--- src/rtl/jls_pkg.sv ---
// Shared types, codes and helpers of the Jacobi linear solver.
`timescale 1ns / 1ps
`default_nettype none

package jls_pkg;

	localparam int DATA_W    = 32;
	localparam int ROW_W     = 4;
	localparam int COL_W     = 5;
	localparam int CFG_IDX_W = 2;

	// configuration register indexes
	localparam logic [CFG_IDX_W-1:0] REG_DIM_USED   = 2'd0;
	localparam logic [CFG_IDX_W-1:0] REG_TOLERANCE  = 2'd1;
	localparam logic [CFG_IDX_W-1:0] REG_MAX_SWEEPS = 2'd2;

	// solve status codes
	localparam logic [1:0] ST_CONVERGED = 2'd0;
	localparam logic [1:0] ST_ZERO_DIAG = 2'd1;
	localparam logic [1:0] ST_SWEEP_CAP = 2'd2;

	typedef struct packed {
		logic       load_wr;
		logic       solve_init;
		logic       chk_zero;
		logic       den_ld;
		logic       div_start;
		logic       sc_wr;
		logic       mac_issue;
		logic       mac_init;
		logic       mac_last;
		logic       sweep_start;
		logic       copy_prev;
		logic       zero_cur;
		logic       emit_ld;
		logic       emit_final;
		logic [1:0] emit_status;
	} jls_cmd_t;

	typedef struct packed {
		logic zero_diag;
		logic div_done;
		logic row_done;
		logic not_done;
		logic out_free;
	} jls_stat_t;

	function automatic logic signed [DATA_W-1:0] sat32(input logic signed [63:0] v);
		logic signed [DATA_W-1:0] r;
		if (v > 64'sd2147483647) begin
			r = 32'sh7FFFFFFF;
		end else if (v < -64'sd2147483648) begin
			r = 32'sh80000000;
		end else begin
			r = v[DATA_W-1:0];
		end
		return r;
	endfunction

endpackage

`default_nettype wire

--- src/rtl/jls_ctrl.sv ---
// Solver sequencer: load, diagonal check, scaling, sweeps and result emission.
`timescale 1ns / 1ps
`default_nettype none

module jls_ctrl #(
	parameter int MAX_DIM = 16
) (
	input  wire                          clk,
	input  wire                          arst_n,
	input  wire                          s_valid,
	input  wire                          s_last,
	output logic                         s_ready,
	input  wire [$clog2(MAX_DIM+1)-1:0]  dim_n,
	input  wire [15:0]                   max_sweeps,
	input  jls_pkg::jls_stat_t           stat,
	output jls_pkg::jls_cmd_t            cmd,
	output logic [$clog2(MAX_DIM)-1:0]   row_sel,
	output logic [$clog2(MAX_DIM+1)-1:0] col_sel
);

	import jls_pkg::*;

	localparam int IW = $clog2(MAX_DIM);
	localparam int NW = $clog2(MAX_DIM + 1);

	localparam logic [3:0] S_IDLE   = 4'd0;
	localparam logic [3:0] S_CHK    = 4'd1;
	localparam logic [3:0] S_CHKW   = 4'd2;
	localparam logic [3:0] S_CHKEND = 4'd3;
	localparam logic [3:0] S_DRD    = 4'd4;
	localparam logic [3:0] S_DDEN   = 4'd5;
	localparam logic [3:0] S_DNA    = 4'd6;
	localparam logic [3:0] S_DNUM   = 4'd7;
	localparam logic [3:0] S_DWAIT  = 4'd8;
	localparam logic [3:0] S_SWST   = 4'd9;
	localparam logic [3:0] S_MB     = 4'd10;
	localparam logic [3:0] S_MT     = 4'd11;
	localparam logic [3:0] S_MW     = 4'd12;
	localparam logic [3:0] S_SWEND  = 4'd13;
	localparam logic [3:0] S_EMIT   = 4'd14;

	logic [3:0]    state_q;
	logic [IW-1:0] row_q;
	logic [NW-1:0] col_q;
	logic [15:0]   sweep_q;
	logic [1:0]    status_q;

	logic        last_row;
	logic        last_term;
	logic [15:0] sweep_nxt;
	logic        cap_hit;

	assign last_row  = int'(row_q) == int'(dim_n) - 1;
	assign last_term = int'(col_q) == int'(dim_n) - 1;
	assign sweep_nxt = sweep_q + 16'd1;
	assign cap_hit   = (sweep_nxt == 16'd0) || (sweep_nxt >= max_sweeps);
	assign row_sel   = row_q;
	assign col_sel   = col_q;
	assign s_ready   = state_q == S_IDLE;

	always_comb begin
		cmd = '0;
		cmd.emit_status = status_q;
		unique case (state_q)
			S_IDLE: begin
				cmd.load_wr    = s_valid;
				cmd.solve_init = s_valid && s_last;
			end
			S_CHKW:   cmd.chk_zero = 1'b1;
			S_CHKEND: cmd.zero_cur = stat.zero_diag;
			S_DDEN:   cmd.den_ld = 1'b1;
			S_DNUM:   cmd.div_start = 1'b1;
			S_DWAIT:  cmd.sc_wr = stat.div_done;
			S_SWST:   cmd.sweep_start = 1'b1;
			S_MB: begin
				cmd.mac_issue = 1'b1;
				cmd.mac_init  = 1'b1;
			end
			S_MT: begin
				cmd.mac_issue = 1'b1;
				cmd.mac_last  = last_term;
			end
			S_SWEND:  cmd.copy_prev = stat.not_done && !cap_hit;
			S_EMIT: begin
				cmd.emit_ld    = stat.out_free;
				cmd.emit_final = last_row;
			end
			default: ;
		endcase
	end

	always_ff @(posedge clk or negedge arst_n) begin
		if (!arst_n) begin
			state_q  <= S_IDLE;
			row_q    <= '0;
			col_q    <= '0;
			sweep_q  <= '0;
			status_q <= ST_CONVERGED;
		end else begin
			unique case (state_q)
				S_IDLE: begin
					if (s_valid && s_last) begin
						row_q   <= '0;
						col_q   <= '0;
						sweep_q <= '0;
						state_q <= S_CHK;
					end
				end
				S_CHK: state_q <= S_CHKW;
				S_CHKW: begin
					if (last_row) begin
						state_q <= S_CHKEND;
					end else begin
						row_q   <= row_q + IW'(1);
						col_q   <= NW'(int'(row_q) + 1);
						state_q <= S_CHK;
					end
				end
				S_CHKEND: begin
					row_q <= '0;
					col_q <= '0;
					if (stat.zero_diag) begin
						status_q <= ST_ZERO_DIAG;
						state_q  <= S_EMIT;
					end else begin
						state_q <= S_DRD;
					end
				end
				S_DRD: state_q <= S_DDEN;
				S_DDEN: begin
					col_q   <= '0;
					state_q <= S_DNA;
				end
				S_DNA:  state_q <= S_DNUM;
				S_DNUM: state_q <= S_DWAIT;
				S_DWAIT: begin
					if (stat.div_done) begin
						if (col_q == dim_n) begin
							if (last_row) begin
								row_q   <= '0;
								state_q <= S_SWST;
							end else begin
								row_q   <= row_q + IW'(1);
								col_q   <= NW'(int'(row_q) + 1);
								state_q <= S_DRD;
							end
						end else begin
							col_q   <= col_q + NW'(1);
							state_q <= S_DNA;
						end
					end
				end
				S_SWST: begin
					col_q   <= dim_n;
					state_q <= S_MB;
				end
				S_MB: begin
					col_q   <= '0;
					state_q <= S_MT;
				end
				S_MT: begin
					if (last_term) begin
						state_q <= S_MW;
					end else begin
						col_q <= col_q + NW'(1);
					end
				end
				S_MW: begin
					if (stat.row_done) begin
						if (last_row) begin
							state_q <= S_SWEND;
						end else begin
							row_q   <= row_q + IW'(1);
							col_q   <= dim_n;
							state_q <= S_MB;
						end
					end
				end
				S_SWEND: begin
					sweep_q <= sweep_nxt;
					row_q   <= '0;
					if (!stat.not_done) begin
						status_q <= ST_CONVERGED;
						state_q  <= S_EMIT;
					end else if (cap_hit) begin
						status_q <= ST_SWEEP_CAP;
						state_q  <= S_EMIT;
					end else begin
						state_q <= S_SWST;
					end
				end
				S_EMIT: begin
					if (stat.out_free) begin
						if (last_row) begin
							state_q <= S_IDLE;
						end else begin
							row_q <= row_q + IW'(1);
						end
					end
				end
				default: state_q <= S_IDLE;
			endcase
		end
	end

	// a solve always starts from row zero with the sweep count cleared
	a_solve_start: assert property (@(posedge clk) disable iff (!arst_n)
		(state_q == S_IDLE && s_valid && s_last) |=>
		(state_q == S_CHK && row_q == '0 && sweep_q == 16'd0))
		else $error("solve did not start cleanly");

	// the MAC pipeline finishes a row only while the sequencer waits for it
	a_row_done: assert property (@(posedge clk) disable iff (!arst_n)
		stat.row_done |-> state_q == S_MW)
		else $error("row finished outside the wait state");

	// divider completions line up with the scaling wait
	a_div_done: assert property (@(posedge clk) disable iff (!arst_n)
		stat.div_done |-> state_q == S_DWAIT)
		else $error("divider finished outside the wait state");

	// the final word of a run returns the block to loading
	a_emit_end: assert property (@(posedge clk) disable iff (!arst_n)
		(state_q == S_EMIT && cmd.emit_ld && cmd.emit_final) |=> state_q == S_IDLE)
		else $error("no return to load after the final word");

endmodule

`default_nettype wire

--- config.mk ---
export PLATFORM = sky130hd
export DESIGN_NAME = jls_ctrl
export DESIGN_NICKNAME = d
export VERILOG_FILES = /design/src/rtl/jls_pkg.sv /design/src/rtl/jls_ctrl.sv
export SDC_FILE = /design/constraint.sdc
export NUM_CORES = 1
export LEC_CHECK = 0
export BUFFER_PORTS_ARGS = -buffer_cell sky130_fd_sc_hd__buf_4
export CAP_MARGIN = 20
export CORE_ASPECT_RATIO = 1.75
export CORE_MARGIN = 4
export CORE_UTILIZATION = 45
export CTS_BUF_LIST = sky130_fd_sc_hd__clkbuf_4
export DETAILED_ROUTE_END_ITERATION = 6
export PLACE_DENSITY = 0.69
export SYNTH_ARGS = -nofsm -noshare
export SYNTH_HDL_FRONTEND = slang
export SYNTH_SLANG_ARGS = --single-unit
--- constraint.sdc ---
create_clock -name clk -period 3.35 [get_ports clk]
set_clock_uncertainty 0.1 [all_clocks]
set_input_delay 0.335 -clock clk [delete_from_list [all_inputs] [get_ports clk]]
set_output_delay 0.335 -clock clk [all_outputs]
set_load 0.005 [all_outputs]
==> run_results.csv <==
group,metric,value,unit
timing,whs,221,ps
global_routing,grt_max_degree,32,
worst_setup_path,required,2910,ps
power,intPower,1.55,mW
synthesis,syn_avg_cell_area,7.62,µm²
routing,vias_per_cell,5.63,
clock_network,htree_levels,2,
final_layout,multiInputGateArea,0.00226,mm²
worst_hold_path,worst_hold_path.num_cells,3,
routing,wirelength,8790,µm
floorplanning,die_h,117,µm
global_routing,grt_antenna_before_repair,0,
worst_setup_path,critPathArrivalTime,3030,ps
status,outcome,"complete, but fails checks",
floorplanning,pin_count,56,
routing,via_count,3236,
global_routing,grt_pass1_wl,14600,µm
clock_network,ctsRootBufferMaster,"clkbuf_4",
synthesis,syn-cell-area,0.00308,mm²
synthesis,syn_nets,454,
synthesis,yosys-top-cells-count,"nand2_1, o21ai_0, nor2_1",
power,ir_drop,0.365,mV
synthesis,synth_enable_flop_cells,0,
floorplanning,core,0.00659,mm²
synthesis,yosysMostFrequentCell,"nand2_1",
timing,final-setup-viol-count,1,
worst_hold_path,hold_path_class,"in2reg",
timing,fin_tns_setup,-119,ps
place,place_congestion,0.923,
routing,drt_iter0_markers,227,
timing,setup_ws,-119,ps
place,dp_cells,557,
worst_setup_path,crit_type,"reg2out",
timing,rsz0062_at_grt,"yes",
floorplanning,rows,39,
place,place_hpwl,6750,µm
synthesis,synthFlopType,"dfrtp_1",
power,power_density,707,mW/mm²
clock_network,clock_latency,350,ps
routing,drc,0,
global_routing,grt_util_met1,23.4,%
worst_setup_path,path_max_fanout,3,
power,power.switching,1.36,mW
run,maxCapViolCount,0,
power,p_clk_share,10.5,%
timing,worst_slew_pin_slew,708,ps
timing,fin_crit_sh,104,%
synthesis,synth_area_leaders,"dfrtp_1, ha_1, o21ai_0",
power,netSwitchingFraction,46.6,%
timing,period_minus_slack,3470,ps
power,power,2.91,mW
global_routing,use_met3,2.65,%
global_routing,met2_usage,39.5,%
floorplanning,initial_utilization,46.8,%
worst_setup_path,worstRegToRegCells,15,
timing,finalHoldViolCount,0,
global_routing,overflow,0,
synthesis,postSynth.asyncResetShare,100,%
timing,max_freq,0.288,GHz
synthesis,synth_top_cell_area_share,25.2,%
synthesis,ys_ff_latch,31,
clock_network,clock_sinks,31,
routing,wl_per_cell,15.3,µm
synthesis,yosys.area.top_type,"dfrtp_1",
global_routing,grt_pass1_vias,3168,
final_layout,n_antenna_cell,0,
synthesis,yosysSeqAreaShare,25.2,%
worst_setup_path,critPathCaptureType,"output pin",
power,power_frac_seq,28.9,%
final_layout,drive_gt1_share,31.0,%
timing,relSlewSlack,52.8,%
clock_network,clk_pin_slew,110,ps
global_routing,grt_busiest_layer,"met2",
synthesis,synthCells,404,
final_layout,num-nets-final,542,
status,violations,"negative setup slack",
timing,drv_slew,0,
power,combPwrFrac,60.6,%
final_layout,nFillCells,599,
floorplanning,die_area,0.00829,mm²
final_layout,final_cells,575,
global_routing,grt_usage,21.2,%
synthesis,synth_cell_types,60,
routing,firstDrtPassIters,6,
final_layout,regArea,779,µm²
power,p_leak,1.97,nW
clock_network,numCtsBuffers,5,
floorplanning,die_w,70.5,µm
final_layout,utilization,62.5,%
routing,postRouteAntennaNets,0,
place,io_buffer_count,55,
clock_network,cts_tree,"built",
worst_setup_path,cp-start-kind,"flip-flop",
final_layout,synthToLayoutAreaGrowth,33.6,%
synthesis,ys_warn_count,0,
clock_network,clock_path_buffers,2,
[final cells by class]
class	instances	share of cell area (%)
clock inverter	3	1.06
inverter	30	2.74
clock buffer	5	0.912
timing repair buffer	103	19.0
tap	82	2.49
multi-input combinational	321	54.8
sequential	31	18.9
[cell usage in the layout, fill, tap and decap left out, drive strengths merged, types with 3 or more instances in the layout]
cell,count
nand3b,3
a21oi,11
a21o,3
and3,8
nor2,41
nand3,14
nand2b,8
buf,102
o21a,4
o21ai,43
o31ai,6
ha,20
dfrtp,31
mux2,3
nor2b,8
xor2,17
nand4,5
nand2,51
xnor2,19
a32oi,3
clkbuf,5
inv,30
nor3,8
nor4,4
a222oi,3
[power groups by stage]
stage          clock network (mW)  registers (mW)  logic, mW
4_1_cts                     0.315           0.818       1.73
5_1_grt                     0.324           0.879       1.96
2_1_floorplan                   0           0.681       1.16
6_report                    0.305           0.842       1.76
3_5_place_dp                    0           0.817       1.63
3_3_place_gp                    0           0.811       1.60
[worst max-delay path: stages (launching register included)]
cell and delay (ps):
dfrtp_2 440, nand3_4 110, nor3_2 170, buf_4 140, nand2_1 80, xnor2_2 150
ha_1 310, a211oi_2 260, o21ai_2 110, a2111oi_4 310, o31ai_2 130, or2_4 260
nor2_4 120, buf_6 100
[flip-flops by register name (all words and copies together), names as in the netlist]
signal and flops:
col_sel 5, row_sel 4, state_q 4, status_q 2, sweep_q 16
[routing by layer]
metal | part of all wire (%) | vias to the layer above
met5 | 0 | -
met4 | 3.4 | 0
met3 | 4.1 | 20
met2 | 55 | 99
met1 | 38 | 1524
li1 | - | 1593
[path summary, 6_finish.rpt]
check                                        start                       to  slack (ps)
min in group asynchronous                   arst_n  status_q[0]$_DFFE_PN0P_         350
max reg2reg                 sweep_q[1]$_DFFE_PN0P_   state_q[0]$_DFFE_PN0P_         260
max                         sweep_q[1]$_DFFE_PN0P_                   cmd[5]        -120
min reg2reg                status_q[0]$_DFFE_PN0P_  status_q[0]$_DFFE_PN0P_         410
max in group asynchronous                   arst_n   sweep_q[1]$_DFFE_PN0P_        2480
min                                        stat[1]  status_q[1]$_DFFE_PN0P_         220
[through the flow]
step	worst slack [ps]	instance area, µm²
detailed placement	-15.3	3790
floorplan	61.0	3080
finish	-119	4120
global placement	8.77	3790
CTS	-133	4050
global route	-302	4120
[kinds of logic after synthesis]
kind of cell | synth area share [%]
adder cells (fa/ha/maj) | 8.12
XOR/XNOR | 10.2
multiplexers | 1.75
flip-flops | 25.2
buffers and inverters | 6.74
AND/OR/NAND/NOR | 26.5
AO/OA/AOI/OAI | 21.4
[repair_timing]
item                                    in CTS  in global routing
hold buffers                                 1                  0
endpoints found under the setup margin       1                  2
resized for setup                           28                 10
pin swaps                                   13                  7
buffers inserted                             7                  2
hold endpoints to repair                    31                  0
No activity file was read; power rests on OpenSTA's default activity.
